### config.mk
export PLATFORM = sky130hd
export DESIGN_NAME = pcc_queue
export DESIGN_NICKNAME = d
export VERILOG_FILES = /design/src/hw/rtl/pcc_queue.sv
export SDC_FILE = /design/constraint.sdc
export NUM_CORES = 1
export LEC_CHECK = 0
export ABC_AREA = 0
export BUFFER_PORTS_ARGS = -buffer_cell sky130_fd_sc_hd__buf_2
export CAP_MARGIN = 30
export CORE_MARGIN = 10
export CORE_UTILIZATION = 53
export DETAILED_ROUTE_END_ITERATION = 16
export PLACE_DENSITY = 0.82
export SLEW_MARGIN = 20
export SYNTH_ARGS = -nofsm -noshare
export SYNTH_HDL_FRONTEND = slang
export SYNTH_SLANG_ARGS = --single-unit
### constraint.sdc
create_clock -name clk -period 2.2 [get_ports clk]
set_clock_uncertainty 0.15 [all_clocks]
set_input_delay 0.11 -clock clk [delete_from_list [all_inputs] [get_ports clk]]
set_output_delay 0.11 -clock clk [all_outputs]
set_load 0.05 [all_outputs]
### src/hw/rtl/pcc_queue.sv
// pcc_queue: small register FIFO used between front and back and at the output.
// No dependencies.
module pcc_queue #(
	parameter int WIDTH = 8,
	parameter int DEPTH = 4
) (
	input  logic             clk,
	input  logic             arst_n,
	input  logic             push,
	output logic             full,
	input  logic [WIDTH-1:0] din,
	input  logic             pop,
	output logic             empty,
	output logic [WIDTH-1:0] dout
);
	localparam int PTRW = (DEPTH > 1) ? $clog2(DEPTH) : 1;
	localparam int CNTW = $clog2(DEPTH + 1);

	logic [WIDTH-1:0] mem_q [DEPTH];
	logic [PTRW-1:0]  wp_q, rp_q;
	logic [CNTW-1:0]  cnt_q;
	logic             do_push, do_pop;

	assign full    = (cnt_q == CNTW'(DEPTH));
	assign empty   = (cnt_q == '0);
	assign do_push = push && !full;
	assign do_pop  = pop && !empty;
	assign dout    = mem_q[rp_q];

	// Store the incoming word
	always_ff @(posedge clk) begin
		if (do_push) begin
			mem_q[wp_q] <= din;
		end
	end

	// Advance pointers and count
	always_ff @(posedge clk or negedge arst_n) begin
		if (!arst_n) begin
			wp_q  <= '0;
			rp_q  <= '0;
			cnt_q <= '0;
		end else begin
			if (do_push) begin
				wp_q <= (wp_q == PTRW'(DEPTH - 1)) ? '0 : wp_q + 1'b1;
			end
			if (do_pop) begin
				rp_q <= (rp_q == PTRW'(DEPTH - 1)) ? '0 : rp_q + 1'b1;
			end
			if (do_push && !do_pop) begin
				cnt_q <= cnt_q + 1'b1;
			end else if (do_pop && !do_push) begin
				cnt_q <= cnt_q - 1'b1;
			end
		end
	end

endmodule

==> impl_metrics.csv <==
group,metric,value,unit
clock_network,cts_setup_buffers,0,
power,p_leak,0.735,nW
route,post-route-drc-count,0,
grt,grt_pass1_wl,4180,um
layout,diodes,0,
placement,port_buffers,21,
critical_path,crit_top_cell,"xor2_1",
placement,place_ws,175,ps
floorplan,row_count,20,
critical_path,path_cells,"nor3_4, nand2b_4, ha_4, inv_2, fa_1, xor2_1, nor2_1, xor2_1",
floorplan,die_area,0.00567,mm^2
critical_path,arrival,2170,ps
worst_hold_path,hp-start,"push",
critical_path,crit_path_start_kind,"register",
critical_path,reg2reg_to,"cnt_q[2]$_DFFE_PN0P_",
timing,fin_setup_tns,0,ps
synthesis,synth-seq-cells,39,
layout,fin_util,0.652,
critical_path,regToRegSetupSlack,150,ps
grt,grt_use_total,0.105,
timing,grt_setup_unrepaired,"no",
floorplan,pin_count,22,
critical_path,required,2320,ps
critical_path,r2r_start,"cnt_q[0]$_DFFE_PN0P_",
route,drtAntennaViolNets,0,
critical_path,worstSetupEndpoint,"cnt_q[2]$_DFFE_PN0P_",
clock_network,root_buffer,"clkbuf_4",
critical_path,slowest_delay,480,ps
synthesis,yosys_warnings,0,
power,p_per_area,1380,mW/mm^2
timing,hold_violations,0,
synthesis,syn-instance-count,79,
critical_path,r2r_cells,8,
grt,grt_max_degree,13,
floorplan,die_h,75.3,um
layout,layout_commonest_cell,"edfxtp_1",
critical_path,worstSetupPathType,"register to register",
critical_path,critPathMaxFanout,4,
synthesis,syn-cell-area,0.00162,mm^2
clock_network,cts_tree,"built",
layout,mostFrequentLayoutCells,"edfxtp_1, buf_2, dlygate4sd3_1",
route,vias_per_cell,5.34,
placement,gp_congestion,0.633,
synthesis,syn_nets,98,
timing,fin_crit,2050,ps
route,wl_per_cell,17.3,um
grt,grt.overflow.total,0,
outcome,run_status,"completed",
timing,postLayoutSetupSlackWorst,146,ps
synthesis,yosysSeqAreaShare,0.701,
timing,setup_viol,0,
layout,syn_to_final_growth,19.8,%
floorplan,initial_core_util,0.544,
synthesis,avgSynthCellArea,20.5,um^2
layout,layout-drive-gt1-share,0.453,
clock_network,numClockSinks,39,
clock_network,clock_latency,340,ps
floorplan,die_x,75.3,um
clock_network,htree_levels,2,
floorplan,coreArea,0.00298,mm^2
power,vdd_drop_max,628,uV
route,wirelength,2590,um
clock_network,cts_buffers,5,
critical_path,endpoint_kind,"register",
power,total_power,2.68,mW
critical_path,cp_slowest_cell,"dfrtp_2",
grt,antenna_found_initial,0,
route,drtIter0Drc,20,
clock_network,cts.clk_slew.worst_paths,100,ps
route,drtPass1Iterations,4,
flow_run,drv_cap,0,
grt,grt_pass1_vias,895,
layout,final_net_count,135,
worst_hold_path,hold_path_class,"primary input to register",
timing,fmax,487,MHz
route,vias,801,
timing,slew_viol_final,0,
timing,tightestPinTransition,404,ps
timing,worst_slew_margin_rel,0.730,
timing,finalCritPeriodShare,0.934,
synthesis,yosysUniqueCellTypes,19,
critical_path,startpoint,"cnt_q[0]$_DFFE_PN0P_",
clock_network,clockBufferDepth,2,
==> sequential cells by signal (all words and copies together), names as in the netlist <==
register and flops:
mem_q 32, rp_q 2, wp_q 2, cnt_q 3
==> cells by family after synthesis <==
kind of cell / after synthesis / share of synthesized area
DFF: 39 / 0.701
muxes: 13 / 0.151
and+or+nand+nor: 11 / 0.0541
adders and majority gates: 7 / 0.0587
buffers and inverters: 6 / 0.0193
xor gates and xnor gates: 3 / 0.0162
==> layer usage <==
metal / global-route usage / vias up / routed length (um)
li1: - / 375 / -
met1: 0.103 / 396 / 997
met2: 0.181 / 19 / 1370
met3: 0.0391 / 11 / 140
met4: 0.0701 / 0 / 87
met5: 0 / - / 0
==> worst max-delay path: cells and delay by family, from the launching register on <==
kind / cells / cell delay [ps]
buf+inv: 1 / 30
simple gates: 3 / 500
fa+ha+maj: 2 / 510
xor+xnor: 2 / 310
flops: 1 / 480
==> cell type report <==
| class | count | area, um^2 |
|---|---|---|
| flip-flops and latches | 39 | 1140 |
| fillers | 202 | 1040 |
| multi-input cells | 34 | 477 |
| repair buffers | 33 | 223 |
| clock buffers | 6 | 41.3 |
| well taps | 33 | 41.3 |
| inverters | 3 | 11.3 |
| clock inverters | 2 | 8.76 |
==> timing repair <==
| action | 4_1_cts | 5_1_grt |
|---|---|---|
| setup endpoints to repair | 1 | 0 |
| gates resized for setup | 1 | 0 |
| hold endpoints to repair | 41 | 0 |
| hold buffers | 11 | 0 |
==> through the flow <==
step	hold WS [ps]	cells	cell area, um^2
final	155	150	1940
after global routing	185	150	1940
after CTS	157	150	1940
after detailed placement	-197	131	1780
after global placement	-195	131	1780
after floorplan	-336	79	1650
==> where the power goes <==
part,switching [mW],internal [mW]
registers,0.189,1.00
clock network,0.215,0.120
logic,0.688,0.468
total,1.09,1.59
==> synth_stat cells, drive strengths merged <==
cell,count,area [um^2]
ha,6,75.1
nor3,1,5.00
nand2b,1,13.8
mux2,5,63.8
fa,1,20.0
mux4,8,180
inv,3,11.3
nor2b,1,8.76
dfrtp,7,175
buf,3,20.0
edfxtp,32,961
and2,4,30.0
xor2,2,17.5
nor3b,1,18.8
nor2,3,11.3
xnor2,1,8.76
==> worst min path at each step <==
stage / cells after the start / slack, ps / endpoint
3_3_place_gp: 1 / -200 / wp_q[0]$_DFFE_PN0P_
6_report: 4 / 160 / cnt_q[0]$_DFFE_PN0P_
5_1_grt: 4 / 180 / cnt_q[0]$_DFFE_PN0P_
2_1_floorplan: 0 / -340 / cnt_q[0]$_DFFE_PN0P_
4_1_cts: 4 / 160 / cnt_q[0]$_DFFE_PN0P_
3_5_place_dp: 1 / -200 / wp_q[0]$_DFFE_PN0P_
(Power assumes the default switching activity.)
